## src/lstp_pkg.sv

```systemverilog
`default_nettype none
// ----------------------------------------------------------------------------
// lstp_pkg: shared definitions of the laser scan to points block
// Sizes, register and result codes, sequencer state codes, the CORDIC
// arctangent table and the request/response bundles of the rotation unit.
// ----------------------------------------------------------------------------
package lstp_pkg;

  // scan and rotation sizes
  localparam int unsigned MAX_SAMPLES  = 4096;
  localparam int unsigned IDX_W        = $clog2(MAX_SAMPLES);
  localparam int unsigned CORDIC_STEPS = 16;
  localparam int unsigned STEP_W       = $clog2(CORDIC_STEPS);

  // datapath widths
  localparam int unsigned ANG_W  = 32;
  localparam int unsigned RNG_W  = 16;
  localparam int unsigned OUT_W  = 17;
  localparam int unsigned ACC_W  = 35;
  localparam int unsigned Z_W    = 34;
  localparam int unsigned ATAN_W = 30;
  localparam int unsigned GAIN_W = 30;
  localparam int unsigned FRAC_W = 16;

  // cordic gain 0.6072529350 in Q30
  localparam logic [GAIN_W-1:0] GAIN_Q30 = 30'd652032875;
  localparam logic signed [OUT_W-1:0] OUT_LIMIT = 17'sd65535;

  // configuration register indexes
  localparam logic [1:0] CFG_START_ANGLE = 2'd0;
  localparam logic [1:0] CFG_ANGLE_STEP  = 2'd1;
  localparam logic [1:0] CFG_RANGE_MIN   = 2'd2;
  localparam logic [1:0] CFG_RANGE_MAX   = 2'd3;

  // result kinds
  localparam logic [1:0] KIND_HIT  = 2'd0;
  localparam logic [1:0] KIND_MISS = 2'd1;
  localparam logic [1:0] KIND_DROP = 2'd2;

  // sequencer states
  localparam logic [2:0] ST_IDLE  = 3'd0;
  localparam logic [2:0] ST_ANGLE = 3'd1;
  localparam logic [2:0] ST_ROT1  = 3'd2;
  localparam logic [2:0] ST_ROT2  = 3'd3;
  localparam logic [2:0] ST_DONE  = 3'd4;

  typedef struct packed {
    logic             start;
    logic [RNG_W-1:0] mag;
    logic [ANG_W-1:0] ang;
  } rot_req_t;

  typedef struct packed {
    logic                    done;
    logic signed [OUT_W-1:0] x;
    logic signed [OUT_W-1:0] y;
  } rot_rsp_t;

  // atan(2^-i) in binary angle units, rounded to nearest
  function automatic logic [ATAN_W-1:0] atan_f(input logic [4:0] i);
    logic [ATAN_W-1:0] a;
    unique case (i)
      5'd0:    a = 30'd536870912;
      5'd1:    a = 30'd316933406;
      5'd2:    a = 30'd167458907;
      5'd3:    a = 30'd85004756;
      5'd4:    a = 30'd42667331;
      5'd5:    a = 30'd21354465;
      5'd6:    a = 30'd10679838;
      5'd7:    a = 30'd5340245;
      5'd8:    a = 30'd2670163;
      5'd9:    a = 30'd1335087;
      5'd10:   a = 30'd667544;
      5'd11:   a = 30'd333772;
      5'd12:   a = 30'd166886;
      5'd13:   a = 30'd83443;
      5'd14:   a = 30'd41722;
      5'd15:   a = 30'd20861;
      5'd16:   a = 30'd10430;
      5'd17:   a = 30'd5215;
      5'd18:   a = 30'd2608;
      5'd19:   a = 30'd1304;
      5'd20:   a = 30'd652;
      5'd21:   a = 30'd326;
      5'd22:   a = 30'd163;
      5'd23:   a = 30'd81;
      default: a = '0;
    endcase
    return a;
  endfunction

endpackage
`default_nettype wire

```

## src/laser_scan_to_points_gated.sv

```systemverilog
`default_nettype none
// ----------------------------------------------------------------------------
// laser_scan_to_points_gated: laser range samples to gated Cartesian points
// Turns each range sample into x/y and classifies it as hit, miss or drop.
// ----------------------------------------------------------------------------
// One sample is in flight at a time. A valid sample goes from request to
// result through accept, angle multiply, CORDIC load, 16 rotation steps and
// result capture; a miss runs the rotation unit a second time for the point
// at range_max, and an invalid sample skips the rotation unit. A finished
// result sits in an output register, so the next request is taken while it
// waits.
module laser_scan_to_points_gated (
  input  wire logic                     clk_i,
  input  wire logic                     rst_ni,
  input  wire logic                     cfg_we_i,
  input  wire logic [1:0]               cfg_idx_i,
  input  wire logic [31:0]              cfg_wdata_i,
  input  wire logic                     in_valid_i,
  output logic                          in_ready_o,
  input  wire logic                     scan_start_i,
  input  wire logic [15:0]              range_value_i,
  input  wire logic                     range_ok_i,
  input  wire logic [15:0]              intensity_in_i,
  output logic                          out_valid_o,
  input  wire logic                     out_ready_i,
  output logic signed [16:0]            point_x_o,
  output logic signed [16:0]            point_y_o,
  output logic [1:0]                    kind_o,
  output logic signed [16:0]            miss_x_o,
  output logic signed [16:0]            miss_y_o,
  output logic [15:0]                   intensity_out_o,
  output logic [11:0]                   sample_index_o
);

  localparam int unsigned IW = lstp_pkg::IDX_W;

  // configuration
  logic [31:0] start_angle_q, angle_step_q;
  logic [15:0] range_min_q, range_max_q;

  // sequencer and captured request
  logic [2:0]    state_q, state_d;
  logic [IW-1:0] cnt_q, cnt_d, idx_q, idx_d;
  logic [15:0]   r_q, inten_q;
  logic          ok_q;
  logic [31:0]   ang_q;
  logic          start_q, start_d;

  logic signed [16:0] px_q, py_q, mx_q, my_q;
  logic [1:0]         kind_q;

  logic [31+IW:0] step_prod;
  logic           accept, load_out;

  lstp_pkg::rot_req_t rot_req;
  lstp_pkg::rot_rsp_t rot_rsp;

  assign in_ready_o = (state_q == lstp_pkg::ST_IDLE);
  assign accept     = in_valid_i && in_ready_o;
  assign load_out   = (state_q == lstp_pkg::ST_DONE) && (!out_valid_o || out_ready_i);

  assign idx_d = scan_start_i ? '0 : cnt_q;
  assign cnt_d = (idx_d == IW'(lstp_pkg::MAX_SAMPLES - 1)) ? '0 : idx_d + 1'b1;

  assign step_prod = angle_step_q * idx_q;

  assign rot_req.start = start_q;
  assign rot_req.mag   = (state_q == lstp_pkg::ST_ROT2) ? range_max_q : r_q;
  assign rot_req.ang   = ang_q;

  lstp_cordic u_cordic (
    .clk_i  (clk_i),
    .rst_ni (rst_ni),
    .req_i  (rot_req),
    .rsp_o  (rot_rsp)
  );

  always_ff @(posedge clk_i or negedge rst_ni) begin
    if (!rst_ni) begin
      start_angle_q <= '0;
      angle_step_q  <= '0;
      range_min_q   <= '0;
      range_max_q   <= 16'hFFFF;
    end else if (cfg_we_i) begin
      unique case (cfg_idx_i)
        lstp_pkg::CFG_START_ANGLE: start_angle_q <= cfg_wdata_i;
        lstp_pkg::CFG_ANGLE_STEP:  angle_step_q  <= cfg_wdata_i;
        lstp_pkg::CFG_RANGE_MIN:   range_min_q   <= cfg_wdata_i[15:0];
        lstp_pkg::CFG_RANGE_MAX:   range_max_q   <= cfg_wdata_i[15:0];
      endcase
    end
  end

  always_comb begin
    state_d = state_q;
    start_d = 1'b0;
    unique case (state_q)
      lstp_pkg::ST_IDLE: begin
        if (accept) state_d = lstp_pkg::ST_ANGLE;
      end
      lstp_pkg::ST_ANGLE: begin
        if (ok_q) begin
          state_d = lstp_pkg::ST_ROT1;
          start_d = 1'b1;
        end else begin
          state_d = lstp_pkg::ST_DONE;
        end
      end
      lstp_pkg::ST_ROT1: begin
        if (rot_rsp.done) begin
          if (r_q > range_max_q) begin
            state_d = lstp_pkg::ST_ROT2;
            start_d = 1'b1;
          end else begin
            state_d = lstp_pkg::ST_DONE;
          end
        end
      end
      lstp_pkg::ST_ROT2: begin
        if (rot_rsp.done) state_d = lstp_pkg::ST_DONE;
      end
      lstp_pkg::ST_DONE: begin
        if (load_out) state_d = lstp_pkg::ST_IDLE;
      end
      default: state_d = lstp_pkg::ST_IDLE;
    endcase
  end

  always_ff @(posedge clk_i or negedge rst_ni) begin
    if (!rst_ni) begin
      state_q     <= lstp_pkg::ST_IDLE;
      start_q     <= 1'b0;
      cnt_q       <= '0;
      out_valid_o <= 1'b0;
    end else begin
      state_q <= state_d;
      start_q <= start_d;
      if (accept) cnt_q <= cnt_d;
      if (load_out) begin
        out_valid_o <= 1'b1;
      end else if (out_ready_i) begin
        out_valid_o <= 1'b0;
      end
    end
  end

  // payload of the sample in flight
  always_ff @(posedge clk_i) begin
    if (accept) begin
      idx_q   <= idx_d;
      r_q     <= range_value_i;
      ok_q    <= range_ok_i;
      inten_q <= intensity_in_i;
    end
    if (state_q == lstp_pkg::ST_ANGLE) begin
      ang_q  <= start_angle_q + step_prod[31:0];
      px_q   <= '0;
      py_q   <= '0;
      mx_q   <= '0;
      my_q   <= '0;
      kind_q <= lstp_pkg::KIND_DROP;
    end
    if (state_q == lstp_pkg::ST_ROT1 && rot_rsp.done) begin
      px_q <= rot_rsp.x;
      py_q <= rot_rsp.y;
      if (r_q >= range_min_q && r_q <= range_max_q) begin
        kind_q <= lstp_pkg::KIND_HIT;
      end else if (r_q > range_max_q) begin
        kind_q <= lstp_pkg::KIND_MISS;
      end else begin
        kind_q <= lstp_pkg::KIND_DROP;
      end
    end
    if (state_q == lstp_pkg::ST_ROT2 && rot_rsp.done) begin
      mx_q <= rot_rsp.x;
      my_q <= rot_rsp.y;
    end
    if (load_out) begin
      point_x_o       <= px_q;
      point_y_o       <= py_q;
      kind_o          <= kind_q;
      miss_x_o        <= mx_q;
      miss_y_o        <= my_q;
      intensity_out_o <= inten_q;
      sample_index_o  <= 12'(idx_q);
    end
  end

endmodule
`default_nettype wire

```

## src/lstp_cordic.sv

```systemverilog
`default_nettype none
// ----------------------------------------------------------------------------
// lstp_cordic: iterative CORDIC rotation unit
// Scales a range by the CORDIC gain, folds the angle into [-pi/2, pi/2) and
// runs one micro-rotation per cycle, then rounds and saturates the result.
// ----------------------------------------------------------------------------
module lstp_cordic (
  input  wire logic              clk_i,
  input  wire logic              rst_ni,
  input  wire lstp_pkg::rot_req_t req_i,
  output lstp_pkg::rot_rsp_t      rsp_o
);

  logic signed [lstp_pkg::ACC_W-1:0] x_q, x_d, y_q, y_d;
  logic signed [lstp_pkg::Z_W-1:0]   z_q, z_d;
  logic [lstp_pkg::STEP_W-1:0]       step_q, step_d;
  logic                              run_q, run_d, done_q, done_d;

  logic [lstp_pkg::RNG_W+lstp_pkg::GAIN_W-1:0] gprod;
  logic [lstp_pkg::ANG_W-1:0]                  ang_sum, za;
  logic                                        fold;
  logic signed [lstp_pkg::ACC_W-1:0]           x_init, dx, dy;
  logic signed [lstp_pkg::Z_W-1:0]             atan_s;

  function automatic logic signed [lstp_pkg::OUT_W-1:0] round_sat(
    input logic signed [lstp_pkg::ACC_W-1:0] v
  );
    logic signed [lstp_pkg::ACC_W-1:0] t;
    logic signed [lstp_pkg::ACC_W-1:0] s;
    logic signed [lstp_pkg::OUT_W-1:0] r;
    t = v + lstp_pkg::ACC_W'(1 << (lstp_pkg::FRAC_W - 1));
    s = t >>> lstp_pkg::FRAC_W;
    if (s > lstp_pkg::ACC_W'(lstp_pkg::OUT_LIMIT)) begin
      r = lstp_pkg::OUT_LIMIT;
    end else if (s < -lstp_pkg::ACC_W'(lstp_pkg::OUT_LIMIT)) begin
      r = -lstp_pkg::OUT_LIMIT;
    end else begin
      r = s[lstp_pkg::OUT_W-1:0];
    end
    return r;
  endfunction

  // start vector: range times gain with 16 fraction bits
  assign gprod   = req_i.mag * lstp_pkg::GAIN_Q30;
  assign ang_sum = req_i.ang + 32'h4000_0000;
  assign fold    = ang_sum[lstp_pkg::ANG_W-1];
  assign za      = fold ? (req_i.ang - 32'h8000_0000) : req_i.ang;
  assign x_init  = $signed({3'b000, gprod[lstp_pkg::RNG_W+lstp_pkg::GAIN_W-1:14]});

  assign dx     = y_q >>> step_q;
  assign dy     = x_q >>> step_q;
  assign atan_s = $signed(lstp_pkg::Z_W'(lstp_pkg::atan_f(5'(step_q))));

  always_comb begin
    x_d    = x_q;
    y_d    = y_q;
    z_d    = z_q;
    step_d = step_q;
    run_d  = run_q;
    done_d = 1'b0;
    if (req_i.start) begin
      x_d    = fold ? -x_init : x_init;
      y_d    = '0;
      z_d    = lstp_pkg::Z_W'($signed(za));
      step_d = '0;
      run_d  = 1'b1;
    end else if (run_q) begin
      if (z_q >= 0) begin
        x_d = x_q - dx;
        y_d = y_q + dy;
        z_d = z_q - atan_s;
      end else begin
        x_d = x_q + dx;
        y_d = y_q - dy;
        z_d = z_q + atan_s;
      end
      step_d = step_q + 1'b1;
      if (step_q == lstp_pkg::STEP_W'(lstp_pkg::CORDIC_STEPS - 1)) begin
        run_d  = 1'b0;
        done_d = 1'b1;
      end
    end
  end

  always_ff @(posedge clk_i or negedge rst_ni) begin
    if (!rst_ni) begin
      run_q  <= 1'b0;
      done_q <= 1'b0;
      step_q <= '0;
    end else begin
      run_q  <= run_d;
      done_q <= done_d;
      step_q <= step_d;
    end
  end

  always_ff @(posedge clk_i) begin
    x_q <= x_d;
    y_q <= y_d;
    z_q <= z_d;
  end

  assign rsp_o.done = done_q;
  assign rsp_o.x    = round_sat(x_q);
  assign rsp_o.y    = round_sat(y_q);

endmodule
`default_nettype wire

```

## config.mk

```make
export PLATFORM = sky130hd
export DESIGN_NAME = laser_scan_to_points_gated
export DESIGN_NICKNAME = d
export VERILOG_FILES = /design/src/lstp_pkg.sv /design/src/laser_scan_to_points_gated.sv /design/src/lstp_cordic.sv
export SDC_FILE = /design/constraint.sdc
export NUM_CORES = 2
export LEC_CHECK = 0
export ABC_AREA = 0
export BUFFER_PORTS_ARGS = -buffer_cell sky130_fd_sc_hd__buf_2
export CAP_MARGIN = 20
export CORE_MARGIN = 3
export CORE_UTILIZATION = 59
export DETAILED_ROUTE_END_ITERATION = 8
export PLACE_DENSITY = 0.76
export SYNTH_ARGS = -nofsm -noshare
export SYNTH_HDL_FRONTEND = slang
export SYNTH_SLANG_ARGS = --single-unit
```

## constraint.sdc

```tcl
create_clock -name clk_i -period 10.9 [get_ports clk_i]
set_input_delay 1.635 -clock clk_i [delete_from_list [all_inputs] [get_ports clk_i]]
set_output_delay 1.635 -clock clk_i [all_outputs]
set_load 0.02 [all_outputs]
```

Word-level counts from Yosys, hierarchy flattened. Memories as Yosys holds them, arrays and structs flattened. Index checks and enable logic that the tools add are counted. Widths: inputs -> output; s select.

Bits in registers: 468. ROM bits: 480. Bits of input ports: 73. Output and inout port bits: 100. Word-level logic and storage cells: 135. Memories kept: 1.

Memories: (no name shown) (depth 16, width 30, read ports 1, clocked after Yosys merged registers in 0, wr ports 0, line lstp_pkg.sv:62) `unique case (i)`.

$add $sub $neg: 14. Multipliers: 2. Magnitude comparators: 8. Equality and inequality tests: 13. Shifts and indexed selects: 2. Mux-type cells: 46. Reduce and logical (&&, ||, !) cells: 18.

Operators with widths (count): $mux 35 (5); $mux 17 (9); $mux 34 (3); $add 35x17->35 const B (2); $add 35x35->35 (2); $sshr 35x4->35 (2); $sub 35x35->35 (2); $mul 16x30->46 const B (1); $gt 19x17->1 const B (2); $lt 19x17->1 const B (2); $neg 32->35 (1); $add 34x31->34 (1); $ge 34x1->1 const B (1); $sub 34x31->34 (1); $add 32x31->32 const B (1); $add 32x32->32 (1); $mul 32x12->32 (1); $mux 32 (1); $sub 32x32->32 const B (1); $mux 12 (2); $mux 3 (6); $ge 16x16->1 (1); $gt 16x16->1 (1); $le 16x16->1 (1); 25 further kinds (53).

Logic depth before layout (Yosys ltp).
Depth in word-level cells: 6. Depth in mapped cells: 34. Mapped depth without buffers: 30.

Modules after synthesis. Synthesis repeated with hierarchy kept, for this count alone.

Cell total of the unflattened synthesis: 5099. Area total of the unflattened synthesis: 49571.3 µm².

Modules (own cells, without submodules): lstp_cordic (times used 1, cells an instance 3128, area each 26161.3 µm², seq. area each 2922.8 µm²); laser_scan_to_points_gated (times used 1, cells an instance 1971, area each 23410.0 µm², seq. area each 10204.8 µm²).

Least setup slack after synthesis. No wires, ideal clock.

Kind: register -> register. Start: reg state_q[0]. End: reg u_cordic.x_q[29] (netlist bit) (data pin). Data arrival time: 8.034 ns. Data required time: 10.630 ns. Setup slack: 2.595 ns. Stages on the path, launching flop included: 33. Buffers on the path: 5. Clock period less this slack: 8.305 ns. Cells stage by stage: dfrtp_1 buf_2 nand3b_4 clkbuf_1 clkbuf_1 nor2_1 a21oi_1 inv_1 ha_1 inv_1 fa_1 fa_1 inv_1 fa_1 fa_1 inv_1 fa_1 inv_1 ha_1 clkbuf_1 a21oi_1 o21ai_0 a211oi_1 a21o_1 o21ai_1 a311oi_1 or2_2 clkbuf_1 and4bb_2 nand4b_4 o41ai_2 xnor2_1 a21oi_1.

Word-level cells in the longest chain between the ends: 6.

Ends and longest elaborated chain: start, declared (line laser_scan_to_points_gated.sv:42) `logic [2:0] state_q, state_d;`; start signal, assigned (line laser_scan_to_points_gated.sv:131) `state_q <= lstp_pkg::ST_IDLE;`; start signal, assigned (line laser_scan_to_points_gated.sv:136) `state_q <= state_d;`; $eq 3x2->1 (*) (line laser_scan_to_points_gated.sv:68) `assign rot_req.mag = (state_q == lstp_pkg::ST_ROT2) ? range_max_q : r_q;`; $mux 16 (*) (line laser_scan_to_points_gated.sv:68); $mul 16x30->46 (*) (line lstp_cordic.sv:44) `assign gprod = req_i.mag * lstp_pkg::GAIN_Q30;`; $neg 32->35 (line lstp_cordic.sv:62) `x_d = fold ? -x_init : x_init;`; $mux 35 (*) (line lstp_cordic.sv:62); $mux 35 (*) (line lstp_cordic.sv:61) `if (req_i.start) begin`; net u_cordic.x_d, one bit (line lstp_cordic.sv:14) `logic signed [lstp_pkg::ACC_W-1:0] x_q, x_d, y_q, y_d;`; end signal, assigned (line lstp_cordic.sv:98) `x_q <= x_d;`; end, declared (line lstp_cordic.sv:14).

Mark *: on every way through the listed nets, which the timed path passes. The rest lies on a longest branch. A chain may end at the register's enable or synchronous reset.

Worst setup path in the final report.
Start: reg state_q[2]. End: reg u_cordic.x_q[24] (netlist bit) (data pin).

Same word-level chain as after synthesis.

==> flow_summary.yaml <==
setup_path:
  worst-path-max-fanout: 36
  timing.rr.start: "state_q[2]$_DFFE_PN0P_"
  cp-end-kind: "flop"
  critPathRequiredTime_ns: 11.25
  worstPathBufferInverterCount: 4
  critPathKind: "reg2reg"
  cpMaxStageDelayCell: "sky130_fd_sc_hd__o21ai_0"
  cp_top_family: "adder cells"
  worst_reg_to_reg_cells: 25
  cp.arrival_ns: 9.51
  critPathMostFrequentCell: "sky130_fd_sc_hd__fa_1"
  worst_path_largest_cell_delay_ns: 0.94
  r2r_setup_slack_ns: 1.74
  r2r-end: "u_cordic.x_q[24]$_DFFE_PP_"
  kind_of_launch_point_of_the_worst_setup_path: "flop"
placed_design:
  detailed_place_hpwl_mm: 91.24
  placed_area_um2: 49560
  io_buffer_count: 172
  finalWeightedCongestion: 0.9731
floorplanning:
  count_of_pins_on_the_block_boundary: 173
  die-width_um: 291.3
  std_cell_rows: 103
  fp.dieArea_um2: 84830
  die_height_um: 291.3
  floorplan.core_area_um2: 79770
  initial_utilization: 0.6018
cells_and_area:
  fill_cells: 6409
  finalNetCount: 5775
  drive_gt1_frac: 0.1129
  final_cell_area_um2: 51270
  area.growth.synth_to_final_pct: 6.792
  final_core_util: 0.6427
  antennaDiodeCount: 0
  seq_area_um2: 13140
  multi_input_comb_area_um2: 31720
sta:
  final.hold.worst_slack_ns: 0.4155
  worst_clock_skew_ns: 0.03355
  final-max-slew-violation-count: 0
  setup_viol: 0
  final.setup.tns_ns: 0
  grt_setup_unrepaired: "false"
  worst_slew_margin_rel: 0.2783
  layout_worst_path_cycle_share: 0.8402
  worst_pin_slew_ns: 1.079
  fin_crit_period_ns: 9.158
  fmax_mhz: 109.2
  final_hold_viol_count: 0
synth:
  count_of_flip_flops_with_a_built_in_enable_after_synthesis: 314
  synth_top_area_share: 0.1964
  yosysWarnings: 0
  syn-num-nets: 5741
  synth-seq-cells: 468
  number_of_different_library_cells_in_the_post_synthesis_netlist: 101
  syn_avg_cell_area_um2: 9.882
  synthesis.area_um2: 48010
  synth_cells: 4858
  synth-main-ff-cell: "sky130_fd_sc_hd__edfxtp_1"
  synth_most_common_cell: "sky130_fd_sc_hd__inv_1"
  synth.yosys.seq_area_share: 0.2734
  synth_top_cells_by_count: "595 x sky130_fd_sc_hd__inv_1, 513 x sky130_fd_sc_hd__nand2_1, 448 x sky130_fd_sc_hd__fa_1, 362 x sky130_fd_sc_hd__ha_1, 314 x sky130_fd_sc_hd__edfxtp_1"
  netlist.top_cell.by_area: "sky130_fd_sc_hd__edfxtp_1"
  synth-async-reset-ratio: 0.2543
  yosys-top-cells-area: "sky130_fd_sc_hd__edfxtp_1 20%, sky130_fd_sc_hd__fa_1 19%, sky130_fd_sc_hd__ha_1 9.4%, sky130_fd_sc_hd__dfrtp_1 5.4%, sky130_fd_sc_hd__inv_1 4.7%"
clocking:
  cts_setup_buffers: 0
  clk_transition_reported_paths_ns: 0.06
  cts_made_buffers: 50
  post_cts_hold_buffer_count: 0
  ctsHtreeMaxLevel: 2
  cts_resized: 0
  clock-sinks: 468
  tritoncts: "yes"
  clk_latency_ns: 0.63
  clock-root-buffer: "sky130_fd_sc_hd__clkbuf_16"
  cts-root-to-sink-buffers: 3
routing:
  wl_mm: 118.0
  avgRoutedWirePerCell_um: 19.73
  detailroute.via_count: 35080
  vias_per_cell: 5.864
  initial_drc_count: 2740
  remaining_drc_errors: 0
  route.top_layer_used: "met4"
  wirelength_met1_mm: 51.39
  drt_pass1_iterations: 5
  met3_wirelength_mm: 8.227
  wl_met2_mm: 54.46
  final_antenna_net_count: 0
global_route:
  grt_pass1_wl_mm: 191.0
  number_of_global_route_vias_before_repair: 35130
  leftover_overflow_at_the_end_of_global_routing: 0
  grt_usage: 0.2791
  grt_start_max_net_pins: 88
  initial_antenna_violation_count: 0
worst_hold_path:
  min_from: "py_q[3]$_SDFFCE_PN0P_"
  whs_path_depth: 0
  worst_min_path_class: "reg2reg"
  hold_path_end: "point_y_o[3]$_DFFE_PP_"
status:
  status: "finished clean"
job:
  cap_violations: 0
routing by layer:
layer  vias up  track usage
met5         -            0
met4         0      0.08587
met3       189      0.04265
met2      1228       0.4467
met1     17140       0.3947
li1      16520            -
registers in the layout, indices dropped and copies added (netlist names), 17 cells and up:
| signal | cells |
|---|---|
| miss_x_o | 17 |
| u_cordic.x_q | 35 |
| py_q | 17 |
| angle_step_q | 32 |
| ang_q | 32 |
| my_q | 17 |
| u_cordic.z_q | 34 |
| miss_y_o | 17 |
| mx_q | 17 |
| point_y_o | 17 |
| start_angle_q | 32 |
| px_q | 17 |
| point_x_o | 17 |
| u_cordic.y_q | 35 |
per-stage QoR:
stage	cells	setup WS [ns]
2_1_floorplan	4858	2.595
3_3_place_gp	5888	2.006
3_5_place_dp	5889	1.866
4_1_cts	5982	1.867
5_1_grt	5983	1.089
6_report	5983	1.742
layout by cell type, fill, tap and decap left out, types with 12 or more instances in the layout:
master                      count
sky130_fd_sc_hd__o21ai_0      245
sky130_fd_sc_hd__o21bai_1      37
sky130_fd_sc_hd__edfxtp_1     314
sky130_fd_sc_hd__dfrtp_1       97
sky130_fd_sc_hd__nand3_1       79
sky130_fd_sc_hd__nor2b_1       37
sky130_fd_sc_hd__clkinv_1      12
sky130_fd_sc_hd__a21boi_0      23
sky130_fd_sc_hd__inv_1        595
sky130_fd_sc_hd__nand4_1       39
sky130_fd_sc_hd__mux2_2       130
sky130_fd_sc_hd__nor2_1       271
sky130_fd_sc_hd__a21oi_1      256
sky130_fd_sc_hd__clkbuf_16     50
sky130_fd_sc_hd__nand3b_1      12
sky130_fd_sc_hd__nor3_1        48
sky130_fd_sc_hd__a211oi_1      27
sky130_fd_sc_hd__dfstp_2       16
sky130_fd_sc_hd__o21a_1        24
sky130_fd_sc_hd__buf_4         34
sky130_fd_sc_hd__a31oi_1       26
sky130_fd_sc_hd__buf_2        171
sky130_fd_sc_hd__nand2b_1      41
sky130_fd_sc_hd__and3_1        24
sky130_fd_sc_hd__o31ai_1       25
sky130_fd_sc_hd__fa_1         448
sky130_fd_sc_hd__mux4_2        69
sky130_fd_sc_hd__xor2_1       132
sky130_fd_sc_hd__dfxtp_1       35
sky130_fd_sc_hd__a21o_1        88
sky130_fd_sc_hd__mux2i_1       88
sky130_fd_sc_hd__ha_1         362
sky130_fd_sc_hd__xnor2_1      217
sky130_fd_sc_hd__nand2_1      512
sky130_fd_sc_hd__and2_1       101
sky130_fd_sc_hd__or2_2         22
worst max-delay path by stage:
stage | slack, ns | endpoint | startpoint | depth (start not counted)
after floorplan | 2.60 | u_cordic.x_q[29]$_DFFE_PP_ | state_q[0]$_DFFE_PN0P_ | 32
after global placement | 2.01 | u_cordic.x_q[28]$_DFFE_PP_ | state_q[0]$_DFFE_PN0P_ | 25
after detailed placement | 1.87 | u_cordic.x_q[28]$_DFFE_PP_ | state_q[0]$_DFFE_PN0P_ | 25
after CTS | 1.87 | u_cordic.x_q[28]$_DFFE_PP_ | state_q[2]$_DFFE_PN0P_ | 25
after global routing | 1.09 | u_cordic.x_q[28]$_DFFE_PP_ | state_q[0]$_DFFE_PN0P_ | 25
final | 1.74 | u_cordic.x_q[24]$_DFFE_PP_ | state_q[2]$_DFFE_PN0P_ | 25
layout make-up:
type | count | share of cell area
clock buffers | 60 | 0.02553
multi-input cells | 3566 | 0.6187
inverters | 600 | 0.04393
flip-flops and latches | 468 | 0.2563
repair buffers | 206 | 0.02221
clock inverters | 33 | 0.007687
well taps | 1050 | 0.02562
cells by family (layout without fill, tap and decap cells):
| family | after synthesis | in the layout | share of synthesized area |
|---|---|---|---|
| AO/OA/AOI/OAI | 858 | 858 | 0.1099 |
| XOR/XNOR | 349 | 349 | 0.06367 |
| adder cells (fa/ha/maj) | 810 | 810 | 0.2812 |
| buffers and inverters | 824 | 899 | 0.06630 |
| flip-flops | 468 | 468 | 0.2734 |
| multiplexers | 292 | 292 | 0.08269 |
| AND/OR/NAND/NOR | 1257 | 1257 | 0.1229 |
Power is left out: the tool's default activity adds up to more than one toggle a clock period on the data nets, which glitch-free logic cannot reach.
